## src/design/bse_pkg.sv

```systemverilog
// Shared types and constants for the bounded stack engine.
package bse_pkg;

   localparam int DEPTH = 64;
   localparam int CNT_W = $clog2(DEPTH + 1);
   localparam int VAL_W = 32;

   typedef enum logic [2:0] {
      KIND_PUSH = 3'd0,
      KIND_DUMP = 3'd1,
      KIND_PEEK = 3'd2,
      KIND_POP  = 3'd3,
      KIND_SWAP = 3'd4
   } kind_type;

   typedef enum logic [2:0] {
      ST_DONE  = 3'd0,
      ST_DATA  = 3'd1,
      ST_EMPTY = 3'd2,
      ST_SHORT = 3'd3,
      ST_OVER  = 3'd4
   } status_type;

   typedef struct packed {
      logic [2:0]              kind;
      logic signed [VAL_W-1:0] push_value;
   } req_type;

   typedef struct packed {
      logic [2:0]              status;
      logic signed [VAL_W-1:0] out_value;
      logic                    last;
   } rsp_type;

   // Move command broadcast to every cell.
   typedef struct packed {
      logic push;
      logic pop;
      logic swap;
      logic rot;
   } cell_ctl_type;

   // Position of one cell within the live part of the chain.
   typedef struct packed {
      logic is_top;
      logic is_second;
      logic is_tail;
   } cell_role_type;

endpackage

```

## src/design/bse_cell.sv

```systemverilog
// One stack entry: holds a word and loads it from a neighbor or the top.
module bse_cell (
   input  logic                                clock,
   input  bse_pkg::cell_ctl_type               ctl,
   input  bse_pkg::cell_role_type              role,
   input  logic signed [bse_pkg::VAL_W-1:0]    above_value,
   input  logic signed [bse_pkg::VAL_W-1:0]    below_value,
   input  logic signed [bse_pkg::VAL_W-1:0]    head_value,
   output logic signed [bse_pkg::VAL_W-1:0]    value
);

   logic signed [bse_pkg::VAL_W-1:0] value_ff;
   logic signed [bse_pkg::VAL_W-1:0] value_in;

   always_comb begin
      value_in = value_ff;
      if (ctl.push) begin
         value_in = above_value;
      end else if (ctl.pop) begin
         value_in = below_value;
      end else if (ctl.swap) begin
         if (role.is_top) begin
            value_in = below_value;
         end else if (role.is_second) begin
            value_in = above_value;
         end
      end else if (ctl.rot) begin
         // the deepest live entry wraps around to take the old top
         value_in = role.is_tail ? head_value : below_value;
      end
   end

   always_ff @(posedge clock) begin
      value_ff <= value_in;
   end

   assign value = value_ff;

endmodule

```

## src/design/bounded_stack_engine_core.sv

```systemverilog
// Top level of the bounded stack engine: control, count and the chain of cells.
//
// A LIFO stack of signed 32-bit words built as a shifting chain of cells;
// cell 0 always holds the top of the stack.
// Request channel (req_valid/req_ready/req_data): one operation per word,
// push, dump, peek, pop or swap; push_value matters only for a push.
// Response channel (rsp_valid/rsp_ready/rsp_data): status, out_value and last.
// Push, pop, peek, swap and unused codes give one response word, in the cycle
// after acceptance, and a new request is taken every cycle while the response
// register drains. Push and pop shift the whole chain by one cell; swap
// exchanges cells 0 and 1.
// A dump of n entries starts with the request; then, for each entry, the live
// part of the chain rotates by one cell and the old top goes out. After n
// rotations the stack is back in its original order.
// No request is accepted during a dump. An empty dump gives one empty word.
// Errors (empty, too short, overflow) leave the stack unchanged.
// Reset clears the entry count and the dump state; cell contents are not
// cleared and are never read before they are written.
// A stalled receiver holds the response register and blocks new requests and
// dump rotation until the word is taken.
module bounded_stack_engine_core (
   input  logic             clock,
   input  logic             reset,
   input  logic             req_valid,
   output logic             req_ready,
   input  bse_pkg::req_type req_data,
   output logic             rsp_valid,
   input  logic             rsp_ready,
   output bse_pkg::rsp_type rsp_data
);

   localparam int DEPTH = bse_pkg::DEPTH;
   localparam int CNT_W = bse_pkg::CNT_W;
   localparam int VAL_W = bse_pkg::VAL_W;

   logic [CNT_W-1:0] count_ff, count_in;
   logic [CNT_W-1:0] dump_left_ff, dump_left_in;
   logic             dump_active_ff, dump_active_in;
   logic             rsp_valid_ff, rsp_valid_in;
   bse_pkg::rsp_type rsp_data_ff, rsp_data_in;

   bse_pkg::cell_ctl_type ctl;
   logic                  emit;
   logic                  slot_free;
   logic                  accept;

   logic signed [VAL_W-1:0] cell_value [DEPTH];

   // response register is free when empty or being drained this cycle
   assign slot_free = !rsp_valid_ff || rsp_ready;
   assign req_ready = !dump_active_ff && slot_free;
   assign accept    = req_valid && req_ready;

   always_comb begin
      count_in       = count_ff;
      dump_left_in   = dump_left_ff;
      dump_active_in = dump_active_ff;
      ctl            = '0;
      emit           = 1'b0;
      rsp_data_in    = rsp_data_ff;

      if (dump_active_ff) begin
         if (slot_free) begin
            // send the current top and rotate the live entries by one
            emit                  = 1'b1;
            ctl.rot               = 1'b1;
            rsp_data_in.status    = bse_pkg::ST_DATA;
            rsp_data_in.out_value = cell_value[0];
            rsp_data_in.last      = (dump_left_ff == CNT_W'(1));
            dump_left_in          = dump_left_ff - CNT_W'(1);
            if (dump_left_ff == CNT_W'(1)) begin
               dump_active_in = 1'b0;
            end
         end
      end else if (accept) begin
         emit                  = 1'b1;
         rsp_data_in.status    = bse_pkg::ST_DONE;
         rsp_data_in.out_value = '0;
         rsp_data_in.last      = 1'b1;
         case (req_data.kind)
            bse_pkg::KIND_PUSH: begin
               if (count_ff == CNT_W'(DEPTH)) begin
                  rsp_data_in.status = bse_pkg::ST_OVER;
               end else begin
                  ctl.push = 1'b1;
                  count_in = count_ff + CNT_W'(1);
               end
            end
            bse_pkg::KIND_DUMP: begin
               if (count_ff == '0) begin
                  rsp_data_in.status = bse_pkg::ST_EMPTY;
               end else begin
                  // hold off the response; the walk produces the words
                  emit           = 1'b0;
                  dump_active_in = 1'b1;
                  dump_left_in   = count_ff;
               end
            end
            bse_pkg::KIND_PEEK: begin
               if (count_ff == '0) begin
                  rsp_data_in.status = bse_pkg::ST_EMPTY;
               end else begin
                  rsp_data_in.status    = bse_pkg::ST_DATA;
                  rsp_data_in.out_value = cell_value[0];
               end
            end
            bse_pkg::KIND_POP: begin
               if (count_ff == '0) begin
                  rsp_data_in.status = bse_pkg::ST_EMPTY;
               end else begin
                  ctl.pop  = 1'b1;
                  count_in = count_ff - CNT_W'(1);
               end
            end
            bse_pkg::KIND_SWAP: begin
               if (count_ff < CNT_W'(2)) begin
                  rsp_data_in.status = bse_pkg::ST_SHORT;
               end else begin
                  ctl.swap = 1'b1;
               end
            end
            default: begin
               // unused codes: done, stack untouched
               rsp_data_in.status = bse_pkg::ST_DONE;
            end
         endcase
      end
   end

   always_comb begin
      if (emit) begin
         rsp_valid_in = 1'b1;
      end else if (rsp_ready) begin
         rsp_valid_in = 1'b0;
      end else begin
         rsp_valid_in = rsp_valid_ff;
      end
   end

   always_ff @(posedge clock) begin
      if (reset) begin
         count_ff       <= '0;
         dump_left_ff   <= '0;
         dump_active_ff <= 1'b0;
         rsp_valid_ff   <= 1'b0;
      end else begin
         count_ff       <= count_in;
         dump_left_ff   <= dump_left_in;
         dump_active_ff <= dump_active_in;
         rsp_valid_ff   <= rsp_valid_in;
      end
   end

   always_ff @(posedge clock) begin
      if (emit) begin
         rsp_data_ff <= rsp_data_in;
      end
   end

   assign rsp_valid = rsp_valid_ff;
   assign rsp_data  = rsp_data_ff;

   // chain of cells, cell 0 on top
   for (genvar i = 0; i < DEPTH; i++) begin : g_cell
      bse_pkg::cell_role_type  role;
      logic signed [VAL_W-1:0] above_value;
      logic signed [VAL_W-1:0] below_value;

      assign role.is_top    = (i == 0);
      assign role.is_second = (i == 1);
      assign role.is_tail   = (count_ff == CNT_W'(i + 1));

      if (i == 0) begin : g_head
         assign above_value = req_data.push_value;
      end else begin : g_body
         assign above_value = cell_value[i-1];
      end

      if (i == DEPTH - 1) begin : g_end
         assign below_value = '0;
      end else begin : g_mid
         assign below_value = cell_value[i+1];
      end

      bse_cell u_cell (
         .clock       (clock),
         .ctl         (ctl),
         .role        (role),
         .above_value (above_value),
         .below_value (below_value),
         .head_value  (cell_value[0]),
         .value       (cell_value[i])
      );
   end

endmodule

```

## config.mk

```make
export PLATFORM = sky130hd
export DESIGN_NAME = bounded_stack_engine_core
export DESIGN_NICKNAME = d
export VERILOG_FILES = /design/src/design/bse_pkg.sv /design/src/design/bse_cell.sv /design/src/design/bounded_stack_engine_core.sv
export SDC_FILE = /design/constraint.sdc
export NUM_CORES = 2
export LEC_CHECK = 0
export BUFFER_PORTS_ARGS = -buffer_cell sky130_fd_sc_hd__buf_2
export CAP_MARGIN = 20
export CELL_PAD_IN_SITES_DETAIL_PLACEMENT = 1
export CELL_PAD_IN_SITES_GLOBAL_PLACEMENT = 2
export CORE_ASPECT_RATIO = 1.4
export CORE_MARGIN = 2
export CORE_UTILIZATION = 30
export CTS_CLUSTER_DIAMETER = 100
export DETAILED_ROUTE_END_ITERATION = 6
export PLACE_DENSITY_LB_ADDON = 0.08
export SYNTH_ARGS = -nofsm -noshare
export SYNTH_HDL_FRONTEND = slang
export SYNTH_SLANG_ARGS = --single-unit
```

## constraint.sdc

```tcl
create_clock -name clock -period 68.2 [get_ports clock]
set_input_delay 3.41 -clock clock [delete_from_list [all_inputs] [get_ports clock]]
set_output_delay 3.41 -clock clock [all_outputs]
set_load 0.02 [all_outputs]
```

==> results summary <==
In the final layout, the multi-input gates occupy 36300 um^2. In this run the core area contains roughly 250 standard-cell rows. For the finished layout, the period the worst path requires is a little over 9000 ps. Along the worst path, the maximum fanout reaches 66.

The final cell count without fillers came out at about 14k. The most used flip-flop cell after synthesis is sky130_fd_sc_hd__edfxtp_1. The root buffer cell chosen for the clock tree is sky130_fd_sc_hd__clkbuf_16. The count of input and output buffers came out at between 70 and 80. The worst clock skew is around 65 ps.

The worst endpoint required time is between 60000 and 70000 ps. The path with the worst hold slack has its endpoint at dump_left_ff[6]. The clock-pin transition on the worst setup and hold timing paths is approximately 60 ps. The number of distinct library cell variants in the gate-level netlist after synthesis is 54. The setup TNS is 0 ps.

The worst setup path is captured at a flip-flop. The total of fill cells in the finished design is roughly 37k. The number of clock buffers added by TritonCTS is approximately 240. The met2 demand-to-capacity share in global routing is 36.5%.

The post-route netlist has about 7.8% of its cells at a drive strength greater than 1. A synthesized cell averages about 11 um^2. The effective utilization at floorplan is 30.2%. The hold violation count in the final report came out at 0.

The worst reg2reg path startpoint is count_ff[1]. The area inside the core boundary came out at around 340000 um^2. The worst relative slew slack is a little under a fifth. The sequential share of the synthesized area is between 60 and 70%. The fraction of post-synthesis cell area in the top cell type by area came out at around 60%. The max-capacitance violation count came out at 0.

The routed wire length came out at roughly 370000 um. The setup slack at placement is about 58000 ps. The power density over cell area is between 20 and 30 nW/um^2. Dividing the detail-routed via count by the number of cells gives approximately 5.6. The number of antenna violations at the first check in global routing came out at 8. The final design utilization came out at roughly 33%. The overall routing resource usage is between 20% and 30%.

The width of the die is 500 um. The aggregate global routing overflow is 0. The number of cells on the worst hold path is 2.

The slack of the worst reg-to-reg path came out at 60620 ps. The post-cts sizing count came out at 0. Sorting the synthesized cells by how often they occur yields 2095 x sky130_fd_sc_hd__nand2_1, 2084 x sky130_fd_sc_hd__edfxtp_1, 1474 x sky130_fd_sc_hd__nand3_1, 1441 x sky130_fd_sc_hd__o211ai_1, 520 x sky130_fd_sc_hd__o21ai_0. The layout overhead on the synthesized area came out at 10.7%. The first-pass GRT wire length came out at about 560000 um.

The worst hold path begins at dump_left_ff[6]. In the synthesized netlist, the number of instances is 9420. The peak ir drop on the vdd network came out at approximately 0.000020 V.

The footprint of the flip-flops and latches is roughly 63000 um^2. In this run the worst hold path is classified as flip-flop to flip-flop. The count of final max-slew check failures came out at 0. The netlist area before placement is 103000 um^2. The buffer depth of the longest clock path is 4.

The number of H-tree levels is 4. In the post-synthesis netlist, the biggest area contributors are sky130_fd_sc_hd__edfxtp_1 61%, sky130_fd_sc_hd__o211ai_1 10%, sky130_fd_sc_hd__nand2_1 7.6%. STA classifies the critical path startpoint as an input port. The last weighted congestion value of the routability-driven placer is about 0.75. The cell count of the worst reg-to-reg path is 11. The net count after synthesis came out at between 9k and 10k. The sink count of the clock tree came out at roughly 2.1k.

Setup repair after global routing left no endpoint under its margin. The number of synthesized flops with an enable pin came out at about 2.1k. The initial DRC count came out at 5402. The number of iterations in the first detailed-routing pass came out at 5. The post-cts hold buffer count came out at 0.

The number of design rule violations left after detail routing came out at 0. In the post-synthesis netlist, the cell with the most instances is sky130_fd_sc_hd__nand2_1. The total placed cells including tap cells is between 10k and 15k. The TritonCTS clock tree is done. The setup-violating endpoint count in the final report is 0.

The final-stage net count came out at around 9.0k. The share of synthesized registers carrying an async set or reset is 0%. The number of global-route vias before repair is 82.1k.

The run finished with clean final reports. The die height came out at around 700 um. The post-synthesis sequential element count came out at around 2.1k. The area of the die came out at between 300000 and 400000 um^2. For met3 alone, demand over resource in global routing was 1.94%. The kind of critical path is input port to flip-flop. After global routing, the most crowded layer is met2.

Based on the critical path, the design can be clocked at up to 108 MHz. The number of primary I/O pins is slightly below 80. The worst register-to-register path ends at g_cell[43].u_cell.value[4].

The Yosys warning count is 0. The number of buffers added for setup after CTS is 0. The final worst-path setup slack came out at 58910 ps. The final critical path takes up between 10% and 20% of the cycle. Entering global routing, the biggest net connects 210 pins. The largest area contributor in the netlist is sky130_fd_sc_hd__edfxtp_1. The final route contains about 76k vias. After legalization and detailed placement, the total HPWL measured 219000 um. In the global route stage, met1 resource usage came out at 27.1%. The later pin in the worst-skew pair is clocked with a latency of about 910 ps.

For the pin with the worst max-slew slack, the measured transition is about 1200 ps. The total leakage power is roughly 34 nW. The detail route stage leaves a number of antenna-violating nets equal to 0.

STA puts the critical path data arrival time at approximately 9800 ps. The wire length per cell after detailed routing came out at 27.1 um.
[worst max-delay path by stage]
stage	start	endpoint	slack, ps	depth (start not counted)
6_report	req_data[33]	g_cell[43].u_cell.value[4]	58910	10
5_1_grt	req_data[33]	g_cell[42].u_cell.value[7]	58480	10
4_1_cts	req_data[33]	g_cell[41].u_cell.value[18]	58890	10
3_5_place_dp	req_data[33]	g_cell[43].u_cell.value[4]	57960	10
3_3_place_gp	req_data[33]	g_cell[40].u_cell.value[7]	57980	10
2_1_floorplan	rsp_ready	g_cell[10].u_cell.value[0]	18680	7
[layout by cell type, fill, tap and decap left out, drive strengths merged, types with 3 or more instances in the layout]
cell,synthesis,routed
mux2,34,34
nand4,6,6
a22o,32,32
ha,7,7
or3,8,8
dfxtp,16,16
o211ai,1441,1441
diode,0,4
a31oi,4,4
nor2,50,50
a21oi,15,15
clkbuf,510,331
inv,6,6
nor4,4,4
nand3b,9,9
clkinv,0,96
nor3,3,3
nand2b,13,13
nor2b,36,36
bufinv,0,5
nand3,1475,1475
o21ai,535,535
and2b,4,4
mux2i,515,515
edfxtp,2084,2084
nand2,2095,2095
buf,494,293
[kinds of logic (layout without fill, tap and decap cells)]
| kind of cell | Yosys count | after routing | synth area share (%) |
|---|---|---|---|
| AO/OA/AOI/OAI | 2042 | 2042 | 13.7 |
| XOR/XNOR | 2 | 2 | 0.0170 |
| adder cells (fa/ha/maj) | 7 | 7 | 0.0849 |
| buffers and inverters | 1010 | 731 | 4.33 |
| flip-flops | 2100 | 2100 | 61.0 |
| multiplexers | 549 | 549 | 5.37 |
| other | 0 | 4 | 0 |
| AND/OR/NAND/NOR | 3710 | 3710 | 15.6 |
[report_power, final]
part           switching, mW  internal [mW]  total (mW)
Combinational          0.111         0.0422       0.153
Sequential            0.0228           1.47        1.49
Clock                  0.556          0.679        1.24
Total                  0.690           2.19        2.88
[registers in the layout (all words and copies together) (netlist names)]
register             flops
rsp_data                36
count_ff                 7
dump_active_ff           1
rsp_valid                1
g_cell.u_cell.value   2048
dump_left_ff             7
[through the flow]
step | hold WS, ps | cell area [um^2] | power, mW
after floorplan | 458 | 103000 | 1.72
after global placement | 466 | 107000 | 1.67
after detailed placement | 483 | 107000 | 1.67
after CTS | 491 | 114000 | 2.93
after global routing | 523 | 114000 | 2.99
final | 487 | 114000 | 2.88
[per-layer routing]
| metal | vias to the layer above | part of all wire [%] |
|---|---|---|
| met5 | - | 0 |
| met4 | 0 | 2.4 |
| met3 | 425 | 3.1 |
| met2 | 1205 | 51 |
| met1 | 39900 | 44 |
| li1 | 34500 | - |
[critical path, cell delays in order]
cell	delay (ps)
sky130_fd_sc_hd__buf_2	150
sky130_fd_sc_hd__nor3_1	350
sky130_fd_sc_hd__o2111a_4	790
sky130_fd_sc_hd__a31oi_4	180
sky130_fd_sc_hd__nand2_4	490
sky130_fd_sc_hd__buf_4	790
sky130_fd_sc_hd__buf_4	830
sky130_fd_sc_hd__buf_4	840
sky130_fd_sc_hd__buf_4	850
sky130_fd_sc_hd__buf_4	850
[cell type report]
type,count,area share (%)
antenna,4,0.00877
clock buffer,331,5.71
clock inverter,101,0.488
inverter,6,0.0197
multi-input combinational,6310,31.8
sequential,2100,55.1
tap,4480,4.91
timing repair buffer,293,1.93
(Power assumes the default switching activity.)
